File: src/hdl/srre_pkg.sv
// Shared types and constants of the sprite row run-length encoder.
package srre_pkg;

    localparam int CFG_W     = 13;
    localparam int ROW_LIMIT = 4096;
    localparam int ROW_W     = 13;

    localparam logic [7:0] TRANS_CODE = 8'h80;
    localparam logic [6:0] RUN_MASK   = 7'h7f;

    localparam logic [3:0] FULL_COUNT = 4'd8;

    localparam logic REG_ROW_WIDTH = 1'b0;
    localparam logic REG_ROW_COUNT = 1'b1;

    typedef enum logic [2:0] {
        ST_IDLE,
        ST_ADD,
        ST_CLOSE_HDR,
        ST_CLOSE_DATA,
        ST_ROW_END
    } t_state;

endpackage

File: src/hdl/sprite_row_rle_encoder.sv
// Top level of the sprite row run-length encoder: sequencer, run buffer and byte packer.
//
//  Channel   Direction  Handshake                    Payload
//  --------  ---------  ---------------------------  -----------------------------------------
//  in        sink       i_in_valid / o_in_stall      i_pixel[7:0]
//  out       source     o_out_valid / i_out_stall    o_out_word[63:0], o_byte_count[3:0],
//                                                    o_frame_done
//  cfg       sink       i_cfg_we                     i_cfg_index (0 row_width, 1 row_count),
//                                                    i_cfg_data[12:0]
//
//  A pixel that closes nothing passes through the idle and add steps; a pixel that closes a run
//  or a row also produces encoded bytes: a run header, one for each buffered opaque pixel, and
//  the row-end mark. All bytes pass one at a time through the single byte packer.
//  Reset is synchronous and active low; it clears the run, the indexes and the packer.
//  A stalled output holds a completed word; the packer then waits only when it must emit.
//
module sprite_row_rle_encoder
    import srre_pkg::*;
#(
    parameter int MAX_RUN   = 127,
    parameter int MAX_WIDTH = 4096
) (
    input  logic              i_clk,
    input  logic              i_rst_n,
    // pixel input transaction
    input  logic              i_in_valid,
    output logic              o_in_stall,
    input  logic [7:0]        i_pixel,
    // encoded word output transaction
    output logic              o_out_valid,
    input  logic              i_out_stall,
    output logic [63:0]       o_out_word,
    output logic [3:0]        o_byte_count,
    output logic              o_frame_done,
    // configuration writes
    input  logic              i_cfg_we,
    input  logic              i_cfg_index,
    input  logic [CFG_W-1:0]  i_cfg_data
);

    // Widths that follow from the parameters. The run length must hold MAX_RUN itself,
    // and the column index must hold MAX_WIDTH.
    localparam int LW   = $clog2(MAX_RUN + 1);
    localparam int AW   = (MAX_RUN > 1) ? $clog2(MAX_RUN) : 1;
    localparam int CW   = $clog2(MAX_WIDTH + 1);
    localparam int CMPW = ((CW > CFG_W) ? CW : CFG_W) + 1;

    // Configuration registers.
    logic [CFG_W-1:0] r_row_width;
    logic [CFG_W-1:0] r_row_count;

    // Sequencer state and the state to resume after a run has been closed.
    t_state r_state, n_state;
    t_state r_ret;

    // Run state.
    logic [LW-1:0] r_len;
    logic          r_trans;
    logic [7:0]    r_pix;
    logic          r_pix_t;
    logic [AW-1:0] r_idx;
    logic [CW-1:0] r_col;
    logic [ROW_W-1:0] r_row;

    // Run buffer: written while a run grows, read back one byte a cycle when it closes, unless the packer holds a push.
    logic [7:0]    run_mem [MAX_RUN];
    logic [7:0]    r_rd_data;
    logic [AW-1:0] rd_addr;
    logic          mem_we;

    // Byte packer and output register.
    logic [55:0] r_pack;
    logic [2:0]  r_fill;
    logic        r_o_valid;
    logic [63:0] r_o_word;
    logic [3:0]  r_o_count;
    logic        r_o_done;

    // Effective frame geometry after clamping the registers to their legal ranges.
    logic [CMPW-1:0] w_eff;
    logic [ROW_W:0]  h_eff;

    always_comb begin
        if (r_row_width == '0) begin
            w_eff = CMPW'(1);
        end else if (CMPW'(r_row_width) > CMPW'(MAX_WIDTH)) begin
            w_eff = CMPW'(MAX_WIDTH);
        end else begin
            w_eff = CMPW'(r_row_width);
        end
        if (r_row_count == '0) begin
            h_eff = (ROW_W + 1)'(1);
        end else if ((ROW_W + 1)'(r_row_count) > (ROW_W + 1)'(ROW_LIMIT)) begin
            h_eff = (ROW_W + 1)'(ROW_LIMIT);
        end else begin
            h_eff = (ROW_W + 1)'(r_row_count);
        end
    end

    // Values the pixel leaves behind in the add step.
    logic          add_trans;
    logic [LW-1:0] add_len;
    logic [CW-1:0] col_nxt;
    logic          row_end;
    logic          run_full;
    logic [ROW_W-1:0] row_nxt;
    logic          frame_end;

    assign add_trans = (r_len == '0) ? r_pix_t : r_trans;
    assign add_len   = r_len + LW'(1);
    assign col_nxt   = r_col + CW'(1);
    assign row_end   = CMPW'(col_nxt) >= w_eff;
    assign run_full  = add_len >= LW'(MAX_RUN);
    assign row_nxt   = r_row + ROW_W'(1);
    assign frame_end = (ROW_W + 1)'(row_nxt) >= h_eff;

    // Byte push into the packer. A push that completes a word, or the last byte of a frame,
    // needs the output register to be free.
    logic        can_emit;
    logic        push_req;
    logic        push_final;
    logic [7:0]  push_byte;
    logic        push_ok;
    logic        emit;
    logic        last_data;
    logic [63:0] merged;

    assign can_emit  = !r_o_valid || !i_out_stall;
    assign last_data = LW'(r_idx) == (r_len - LW'(1));

    // Output decode of the sequencer.
    always_comb begin
        push_req   = 1'b0;
        push_final = 1'b0;
        push_byte  = 8'h00;
        case (r_state)
            ST_CLOSE_HDR: begin
                push_req  = 1'b1;
                push_byte = r_trans ? (TRANS_CODE | 8'({RUN_MASK & 7'(r_len)}))
                                    : 8'({RUN_MASK & 7'(r_len)});
            end
            ST_CLOSE_DATA: begin
                push_req  = 1'b1;
                push_byte = r_rd_data;
            end
            ST_ROW_END: begin
                push_req   = 1'b1;
                push_final = frame_end;
                push_byte  = TRANS_CODE;
            end
            default: begin
                push_req = 1'b0;
            end
        endcase
    end

    assign push_ok = push_req && (((r_fill == 3'd7) || push_final) ? can_emit : 1'b1);
    assign emit    = push_ok && ((r_fill == 3'd7) || push_final);
    assign merged  = {8'h00, r_pack} | (64'(push_byte) << {r_fill, 3'b000});

    // Next-state decode of the sequencer.
    always_comb begin
        n_state = r_state;
        case (r_state)
            ST_IDLE: begin
                if (i_in_valid) begin
                    if ((r_len != '0) && ((i_pixel == 8'h00) != r_trans)) begin
                        n_state = ST_CLOSE_HDR;
                    end else begin
                        n_state = ST_ADD;
                    end
                end
            end
            ST_ADD: begin
                if (row_end) begin
                    n_state = add_trans ? ST_ROW_END : ST_CLOSE_HDR;
                end else if (run_full) begin
                    n_state = ST_CLOSE_HDR;
                end else begin
                    n_state = ST_IDLE;
                end
            end
            ST_CLOSE_HDR: begin
                if (push_ok) begin
                    n_state = r_trans ? r_ret : ST_CLOSE_DATA;
                end
            end
            ST_CLOSE_DATA: begin
                if (push_ok && last_data) begin
                    n_state = r_ret;
                end
            end
            ST_ROW_END: begin
                if (push_ok) begin
                    n_state = ST_IDLE;
                end
            end
            default: begin
                n_state = ST_IDLE;
            end
        endcase
    end

    // The input is held off during reset so that no pixel is taken and then lost.
    assign o_in_stall = (r_state != ST_IDLE) || !i_rst_n;

    // Read address of the run buffer. The header cycle fetches the first byte; each
    // accepted data byte fetches the next one, and a held push re-reads the same entry.
    always_comb begin
        logic [LW-1:0] idx_inc;
        idx_inc = LW'(r_idx) + LW'(1);
        if (r_state == ST_CLOSE_DATA) begin
            if (push_ok && (idx_inc < LW'(MAX_RUN))) begin
                rd_addr = AW'(idx_inc);
            end else if (push_ok) begin
                rd_addr = '0;
            end else begin
                rd_addr = r_idx;
            end
        end else begin
            rd_addr = '0;
        end
    end

    assign mem_we = (r_state == ST_ADD) && !r_pix_t && (r_len < LW'(MAX_RUN));

    always_ff @(posedge i_clk) begin
        if (mem_we) begin
            run_mem[AW'(r_len)] <= r_pix;
        end
        r_rd_data <= run_mem[rd_addr];
    end

    // Configuration writes.
    always_ff @(posedge i_clk) begin
        if (!i_rst_n) begin
            r_row_width <= CFG_W'(1);
            r_row_count <= CFG_W'(1);
        end else if (i_cfg_we) begin
            if (i_cfg_index == REG_ROW_WIDTH) begin
                r_row_width <= i_cfg_data;
            end
            if (i_cfg_index == REG_ROW_COUNT) begin
                r_row_count <= i_cfg_data;
            end
        end
    end

    // Sequencer and run bookkeeping.
    always_ff @(posedge i_clk) begin
        if (!i_rst_n) begin
            r_state <= ST_IDLE;
            r_ret   <= ST_IDLE;
            r_len   <= '0;
            r_trans <= 1'b0;
            r_col   <= '0;
            r_row   <= '0;
            r_idx   <= '0;
        end else begin
            r_state <= n_state;
            case (r_state)
                ST_IDLE: begin
                    if (i_in_valid) begin
                        r_ret <= ST_ADD;
                    end
                end
                ST_ADD: begin
                    r_trans <= add_trans;
                    r_len   <= add_len;
                    r_col   <= col_nxt;
                    if (row_end) begin
                        r_ret <= ST_ROW_END;
                        if (add_trans) begin
                            r_len <= '0;
                        end
                    end else if (run_full) begin
                        r_ret <= ST_IDLE;
                    end
                end
                ST_CLOSE_HDR: begin
                    r_idx <= '0;
                    if (push_ok && r_trans) begin
                        r_len <= '0;
                    end
                end
                ST_CLOSE_DATA: begin
                    if (push_ok) begin
                        r_idx <= r_idx + AW'(1);
                        if (last_data) begin
                            r_len <= '0;
                        end
                    end
                end
                ST_ROW_END: begin
                    if (push_ok) begin
                        r_col <= '0;
                        r_row <= frame_end ? '0 : row_nxt;
                    end
                end
                default: begin
                    r_idx <= '0;
                end
            endcase
        end
    end

    // Incoming pixel capture.
    always_ff @(posedge i_clk) begin
        if ((r_state == ST_IDLE) && i_in_valid) begin
            r_pix   <= i_pixel;
            r_pix_t <= (i_pixel == 8'h00);
        end
    end

    // Byte packer. The merged value serves all three cases: a partial fill, a full word
    // (seventh lane already filled, new byte in the top lane) and the frame flush.
    always_ff @(posedge i_clk) begin
        if (!i_rst_n) begin
            r_pack <= '0;
            r_fill <= '0;
        end else if (push_ok) begin
            if (emit) begin
                r_pack <= '0;
                r_fill <= '0;
            end else begin
                r_pack <= merged[55:0];
                r_fill <= r_fill + 3'd1;
            end
        end
    end

    // Output register.
    always_ff @(posedge i_clk) begin
        if (!i_rst_n) begin
            r_o_valid <= 1'b0;
        end else if (emit) begin
            r_o_valid <= 1'b1;
        end else if (!i_out_stall) begin
            r_o_valid <= 1'b0;
        end
    end

    always_ff @(posedge i_clk) begin
        if (emit) begin
            r_o_word  <= merged;
            r_o_count <= 4'({1'b0, r_fill}) + 4'd1;
            r_o_done  <= push_final;
        end
    end

    assign o_out_valid  = r_o_valid;
    assign o_out_word   = r_o_word;
    assign o_byte_count = r_o_count;
    assign o_frame_done = r_o_done;

    // A run never grows past its limit.
    a_len_bound: assert property (@(posedge i_clk) disable iff (!i_rst_n)
        r_len <= LW'(MAX_RUN))
        else $error("run length above limit");

    // A full run is always closed before the next pixel is taken.
    a_idle_not_full: assert property (@(posedge i_clk) disable iff (!i_rst_n)
        (r_state == ST_IDLE) |-> (r_len < LW'(MAX_RUN)))
        else $error("full run left open while idle");

    // Only the flushed word of a frame may be short.
    a_short_is_final: assert property (@(posedge i_clk) disable iff (!i_rst_n)
        (o_out_valid && (o_byte_count != FULL_COUNT)) |-> o_frame_done)
        else $error("short word without frame end");

    // An accepted pixel always starts work.
    a_accept_busy: assert property (@(posedge i_clk) disable iff (!i_rst_n)
        (i_in_valid && !o_in_stall) |=> (r_state != ST_IDLE))
        else $error("accepted pixel not processed");

endmodule
File: config.mk
export PLATFORM = sky130hd
export DESIGN_NAME = sprite_row_rle_encoder
export DESIGN_NICKNAME = d
export VERILOG_FILES = /design/src/hdl/srre_pkg.sv /design/src/hdl/sprite_row_rle_encoder.sv
export SDC_FILE = /design/constraint.sdc
export NUM_CORES = 1
export LEC_CHECK = 0
export ABC_AREA = 0
export BUFFER_PORTS_ARGS = -buffer_cell sky130_fd_sc_hd__buf_2
export CORE_ASPECT_RATIO = 1.5
export CORE_MARGIN = 10
export CORE_UTILIZATION = 35
export DETAILED_ROUTE_END_ITERATION = 6
export GPL_ROUTABILITY_DRIVEN = 0
export HOLD_SLACK_MARGIN = 0.15
export PLACE_DENSITY = 0.46
export SYNTH_ARGS = -nofsm -noshare
export SYNTH_HDL_FRONTEND = slang
export SYNTH_SLANG_ARGS = --single-unit
File: constraint.sdc
create_clock -name i_clk -period 7.3 [get_ports i_clk]
set_input_delay 1.095 -clock i_clk [delete_from_list [all_inputs] [get_ports i_clk]]
set_output_delay 1.095 -clock i_clk [all_outputs]
set_load 0.01 [all_outputs]
==> impl_metrics.tcl, run 1 <==
set metrics [dict create \
    hpwlAfterDp_mm 92.69 \
    final_layout_size_suffix_gt1_frac 0.09430 \
    critical_path.cell_chain "ha_1 -> nand3_1 -> nor2_1 -> and3_1 -> nand3_1 -> xnor2_1 -> ha_1 -> and3_1 -> and3_1 -> o211ai_1 -> a21oi_2 -> nor3b_4 -> o21ai_4 -> buf_4 -> nand2b_4 -> a31oi_1 -> a2111oi_0 -> or4_1" \
    post_cts.repair.setup_buffers 0 \
    cts_hold_buffers 0 \
    layout-area-overhead-vs-synth_pct 12.82 \
    postRouteAntennaNets 0 \
    latest_clock_arrival_within_the_worst_skew_pair_ns 0.74 \
    cts_tree "done" \
    timing.hold.worst.class "register to register" \
    number_of_antenna_violations_at_the_first_check_in_global_routing 4 \
    multi_input_area_um2 13320 \
    firstDrtPassIters 5 \
    grt_setup_unrepaired "false" \
    required_ns 7.98 \
    synth_fp_nets 3763 \
    grt_pass1_vias 30609 \
    io_buffer_count 97 \
    cts_resized 0 \
    critical_path.startpoint_type "register" \
    cts_num_sinks 1234 \
    cp_common_cell "and3_1" \
    cp_top_family "simple AND/OR/NAND/NOR gates" \
    routedWlPerCell_um 25.92 \
    grt_overflow_total 0 \
    top_level_pins 98 \
    detail_route.wirelength.met1_mm 59.11 \
    utilization 0.3984 \
    die_w_um 328.7 \
    timing.slew.headroom 0.1470 \
    seq_area_um2 35650 \
    cts.root.buffer_cell "clkbuf_16" \
    yosys.area_share.adder 0.008503 \
    h_tree_depth 3 \
    p_leak_nw 20.45 \
    synth-async-reset-ratio 0 \
    timing_worst_setup_path_type "register to register" \
    power.density_cell_area_nw_per_um2 262.2 \
    vdd.ir_drop.worst_v 0.0001846 \
    synth.lib_cells_used.distinct 72 \
    setup_viol 0 \
    layout_worst_path_cycle_share 0.8077 \
    post_synth_and_or_nand_nor_area_fraction 0.1121 \
    fillCellCount 13274 \
    clock-skew-final_ns 0.02943 \
    grt_pass1_wl_mm 216.7 \
    total_die_area_um2 158800 \
    post_synth_mux_area_share 0.04762 \
    timing.setup.tns_ns 0 \
    syn_area_um2 50030 \
    critPathArrivalTime_ns 6.57 \
    drc 0 \
    synthCells 3702 \
    end_kind "register" \
    cp_slowest_cell "a2111oi_0" \
    clock_slew_seen_by_the_registers_of_the_worst_setup_and_hold_paths_ns 0.06 \
    crit_path_max_fanout 37 \
    avgSynthCellArea_um2 13.51 \
    initial_util 0.3531 \
    rrSetupSlack_ns 1.40 \
    nets 3820 \
    synth_compound_area_frac 0.09040 \
    drt-vias-per-instance 5.332 \
    final-hold-violation-count 0 \
    yosysWarningCount 0 \
    fp-row-count 169 \
    routed_wirelength_mm 148.9 \
    post-route-min-period_ns 5.896 \
    worst-path-buf-inv 1 \
    report.final.slew_viol_count 0 \
    wl_met3_mm 6.740 \
    synth_enable_flop_cells 1094 \
    core_area_um2 141700 \
    synthFlopType "edfxtp_1" \
    synth_top_family_by_area "simple AND/OR/NAND/NOR gates" \
    cts_buf_count 117 \
    status "completed" \
    met2_wl_post_dr_mm 77.82 \
    grt_use_total 0.1822 \
    timing_worst_slew_pin_value_ns 1.247 \
    synth_sequential_area_ratio 0.7126 \
    ys_seq_elements 1234 \
    top_layer_used "met4" \
    yosys.area_share.xor_xnor 0.006127 \
    clock.fmax_mhz 169.6 \
    cts_max_path_buffers 3 \
    overall_via_count_from_detail_route 30628 \
    slowest_delay_ns 1.07 \
    floorplan.die.height_um 483.1 \
    maxCapViolations 0 \
    dr_iter_0_viols 2307 \
    total_power_mw 14.80 \
    largest_net_degree_at_the_start_of_global_routing 135 \
]
layer usage:
| layer | GRT usage | vias to the layer above |
|---|---|---|
| met2 | 0.3280 | 839 |
| li1 | - | 14053 |
| met4 | 0.06947 | 0 |
| met1 | 0.2191 | 15526 |
| met3 | 0.02209 | 210 |
| met5 | 0 | - |
cells in the final DEF, fill, tap and decap left out, drive strengths merged, types with 36 or more instances in the layout:
| cell type | n |
|---|---|
| nand2 | 690 |
| nand3 | 139 |
| a31oi | 60 |
| edfxtp | 1094 |
| a21o | 64 |
| dfxtp | 140 |
| clkbuf | 163 |
| and3 | 56 |
| nor2 | 245 |
| nor2b | 38 |
| buf | 173 |
| a32oi | 156 |
| a21boi | 47 |
| a21oi | 111 |
| o21ai | 62 |
| a221oi | 36 |
| mux2i | 238 |
worst register-to-register path, cell delays in order, from the launching register on:
cell       delay [ns]
dfxtp_1          0.41
ha_1             0.26
nand3_1          0.21
nor2_1           0.31
and3_1           0.27
nand3_1          0.11
xnor2_1          0.16
ha_1             0.30
and3_1           0.17
and3_1           0.21
o211ai_1         0.20
a21oi_2          0.57
nor3b_4          0.13
o21ai_4          0.17
buf_4            0.48
nand2b_4         0.50
a31oi_1          0.11
a2111oi_0        1.07
or4_1            0.23
through the flow:
stage	cells	setup slack, ns	area, um^2	hold WS [ns]
6_report	5744	1.404	56450	0.4680
2_1_floorplan	3702	1.034	50030	0.4386
3_5_place_dp	5521	1.516	52560	0.4567
4_1_cts	5741	1.496	56440	0.4721
5_1_grt	5742	1.148	56440	0.4938
3_3_place_gp	5521	1.581	52560	0.4486
sequential cells by signal, indices dropped and copies added (netlist names), 8 cells and up:
register and flops:
r_row 13, r_pack 56, r_row_count 13, r_col 13, r_row_width 13, run_mem 1016
r_pix 8, r_rd_data 8, o_out_word 64
cell type report:
class | count | share of cell area
diodes | 3 | 0.0001330
clock buffers | 163 | 0.05619
repair buffers | 173 | 0.02093
inverters | 13 | 0.0008645
clock inverters | 57 | 0.01250
flip-flops and latches | 1234 | 0.6317
multi-input cells | 2220 | 0.2360
well taps | 1881 | 0.04170
kinds of logic after synthesis:
| group | Yosys count |
|---|---|
| AOI/OAI and AO/OA | 624 |
| adders and majority gates | 34 |
| DFF | 1234 |
| and+or+nand+nor | 1289 |
| muxes | 238 |
| xor gates and xnor gates | 35 |
| buffers and inverters | 248 |
power breakdown:
group | leakage (nW) | switching (mW) | internal (mW) | total [mW]
clock network | 1.87 | 2.68 | 3.53 | 6.22
logic | 7.56 | 0.569 | 0.164 | 0.734
registers | 11.0 | 0.0401 | 7.81 | 7.85
total | 20.4 | 3.29 | 11.5 | 14.8
path summary, 6_finish.rpt:
path	from	to	depth (start not counted)
hold reg to reg	r_pack[23]$_SDFFE_PN0P_	r_pack[23]$_SDFFE_PN0P_	2
setup reg to reg	r_row[0]$_SDFFE_PN0P_	r_rd_data[0]$_DFF_P_	18
setup / recovery	r_row[0]$_SDFFE_PN0P_	r_rd_data[0]$_DFF_P_	18
hold / removal	r_pack[23]$_SDFFE_PN0P_	r_pack[23]$_SDFFE_PN0P_	2
cells in the mapped netlist (all sizes together) (3+ instances only):
cell / count / area [um^2]
nor3b: 5 / 53.80
and3: 56 / 350.3
a21boi: 47 / 356.6
nand2: 690 / 2590
a32o: 9 / 90.09
a22o: 3 / 26.28
nand4: 10 / 62.56
nor4: 14 / 102.6
o31ai: 3 / 22.52
nor3: 27 / 146.4
ha: 34 / 425.4
a311oi: 3 / 26.28
o211ai: 10 / 75.07
a22oi: 12 / 90.09
a32oi: 156 / 1366
dfxtp: 140 / 2803
nand3b: 3 / 22.52
o21ai: 62 / 314.0
edfxtp: 1094 / 32850
a21oi: 111 / 563.0
a221oi: 36 / 315.3
nor2: 245 / 922.1
nor2b: 38 / 237.7
nand2b: 15 / 101.3
a31oi: 60 / 381.6
mux2i: 238 / 2382
or2: 4 / 25.03
and2: 25 / 156.4
a211oi: 5 / 37.54
buf: 126 / 674.4
o21a: 7 / 52.55
a21o: 64 / 480.5
clkbuf: 109 / 410.4
inv: 13 / 48.80
nand3: 139 / 695.7
or4: 11 / 82.58
xor2: 20 / 175.2
or3: 3 / 18.77
a2111oi: 21 / 183.9
xnor2: 15 / 131.4
Power figures use the tool's default switching activity.
==> inputs of run 2 (changes only) <==
PLACE_DENSITY = 0.47   (was 0.46)
clock period = 5.4 ns   (was 7.3 ns; I/O delays follow)
==> run 2 against run 1 <==
Net effect: count of clock-buffer cells in the layout down 18; global-route usage fell by 0.40 points; critical path depth up 1; die area stayed put; clock skew up 0.024 ns; via count is 0.54% higher.
==> impl_metrics.tcl, run 2 (synthesis results as in run 1) <==
set metrics [dict create \
    timing_worst_setup_path_type "register to register" \
    vdd.ir_drop.worst_v 0.0003023 \
    postRouteAntennaNets 0 \
    critical_path.startpoint_type "register" \
    largest-register "run_mem" \
    cp_slowest_cell "or4_1" \
    post-route-min-period_ns 5.093 \
    latest_clock_arrival_within_the_worst_skew_pair_ns 0.76 \
    firstDrtPassIters 7 \
    timing.hold.worst.class "primary input to register" \
    total_die_area_um2 158800 \
    h_tree_depth 3 \
    nets 3859 \
    initial_util 0.3531 \
    hpwlAfterDp_mm 91.19 \
    maxCapViolations 0 \
    seq_area_um2 35650 \
    layout_worst_path_cycle_share 0.9432 \
    final-hold-violation-count 0 \
    clock_slew_seen_by_the_registers_of_the_worst_setup_and_hold_paths_ns 0.06 \
    cts_tree "done" \
    slowest_delay_ns 0.53 \
    critPathArrivalTime_ns 5.73 \
    timing.rr.start "r_row[0]$_SDFFE_PN0P_" \
    top_level_pins 98 \
    floorplan.die.height_um 483.1 \
    final.setup.worst_slack_ns 0.3067 \
    drt-vias-per-instance 5.327 \
    fp-row-count 169 \
    crit_path_max_fanout 48 \
    routedWlPerCell_um 25.22 \
    grtUsageMet2 0.3179 \
    io_buffer_count 97 \
    layout.cells.most_common "edfxtp_1" \
    core_area_um2 141700 \
    grt_overflow_total 0 \
    cts_buf_count 118 \
    most_frequent_cells_in_the_layout "edfxtp_1 (1094), nand2_1 (690), nor2_1 (240), mux2i_1 (238), a32oi_1 (156)" \
    largest_net_degree_at_the_start_of_global_routing 128 \
    final_layout_size_suffix_gt1_frac 0.1080 \
    grt_use_total 0.1783 \
    overall_via_count_from_detail_route 30794 \
    grt_pass1_vias 30468 \
    setup_viol 0 \
    clock.fmax_mhz 196.3 \
    cts_max_path_buffers 3 \
    critical_path.cell_chain "ha_1 -> nand3_2 -> nor2_4 -> and3_1 -> nand3_1 -> xnor2_1 -> ha_1 -> and3_1 -> a22o_1 -> a211oi_1 -> a21oi_2 -> buf_4 -> o21a_1 -> o21ai_4 -> buf_12 -> a221oi_1 -> a21oi_1 -> a2111oi_2 -> or4_1" \
    dr_iter_0_viols 2408 \
    met3_usage 0.02303 \
    cts_num_sinks 1234 \
    layout-area-overhead-vs-synth_pct 13.97 \
    globalRouteMet1Util 0.2177 \
    routed_wirelength_mm 145.8 \
    rrSetupSlack_ns 0.31 \
    worst-path-buf-inv 2 \
    critPathLaunch "r_row[0]$_SDFFE_PN0P_" \
    power.density_cell_area_nw_per_um2 350.0 \
    cts.root.buffer_cell "clkbuf_16" \
    grt_pass1_wl_mm 213.2 \
    status "completed" \
    min_from "i_pixel[1]" \
    largest_register_ffs 1016 \
    number_of_antenna_violations_at_the_first_check_in_global_routing 1 \
    p_leak_nw 20.70 \
    drc 0 \
    clock-skew-final_ns 0.05372 \
    report.final.slew_viol_count 0 \
    cts_hold_buffers 0 \
    die_w_um 328.7 \
    post_cts.repair.setup_buffers 0 \
    timing_worst_slew_pin_value_ns 1.157 \
    multi_input_area_um2 13440 \
    busiest_grt_layer "met2" \
    timing.slew.headroom 0.2286 \
    fillCellCount 13264 \
    required_ns 6.04 \
    worst_slack_placed_ns 0.04054 \
    end_kind "register" \
    cp_top_family "compound AO/OA/AOI/OAI gates" \
    final.hold.worst_slack_ns 0.2541 \
]
[run 2: where the power goes]
group          total (mW)  switching, mW  internal [mW]
logic                1.01          0.759          0.248
registers            10.6         0.0524           10.6
clock network        8.34           3.71           4.63
total                20.0           4.52           15.4
[run 2: final timing paths]
path	cells after the start	end
setup / recovery	19	r_rd_data[7]$_DFF_P_
hold / removal	1	r_pix[1]$_DFFE_PP_
setup reg to reg	19	r_rd_data[7]$_DFF_P_
hold reg to reg	2	r_pack[12]$_SDFFE_PN0P_
[run 2: per-stage QoR]
step / TNS, ns / util / area, um^2 / power (mW) / instances
after floorplan: 0 / - / 50030 / 11.36 / 3702
after global placement: 0 / 0.3745 / 53060 / 11.83 / 5559
after detailed placement: 0 / 0.3745 / 53060 / 11.84 / 5559
after CTS: 0 / 0.4017 / 56910 / 20.16 / 5779
after global routing: -0.02629 / 0.4025 / 57020 / 20.59 / 5780
final: 0 / 0.4025 / 57020 / 19.96 / 5781
[run 2: timing repair]
item | CTS | global route
endpoints found under the hold margin | 0 | 0
endpoints found under the setup margin | 2 | 9
pin swaps | 0 | 2
gates resized for setup | 2 | 33
gates cloned | 0 | 0
[run 2: cell type report]
class	count	share of cell area
sequential	1234	0.6253
multi-input combinational	2220	0.2356
timing repair buffer	211	0.02945
clock inverter	75	0.01354
clock buffer	145	0.05393
tap	1881	0.04127
antenna	2	0.00008777
inverter	13	0.0008557
[run 2: per-layer routing]
layer,wire length [um],part of all wire
met1,59020,0.40
met2,75800,0.52
met3,6172,0.042
met4,4834,0.033
met5,0,0
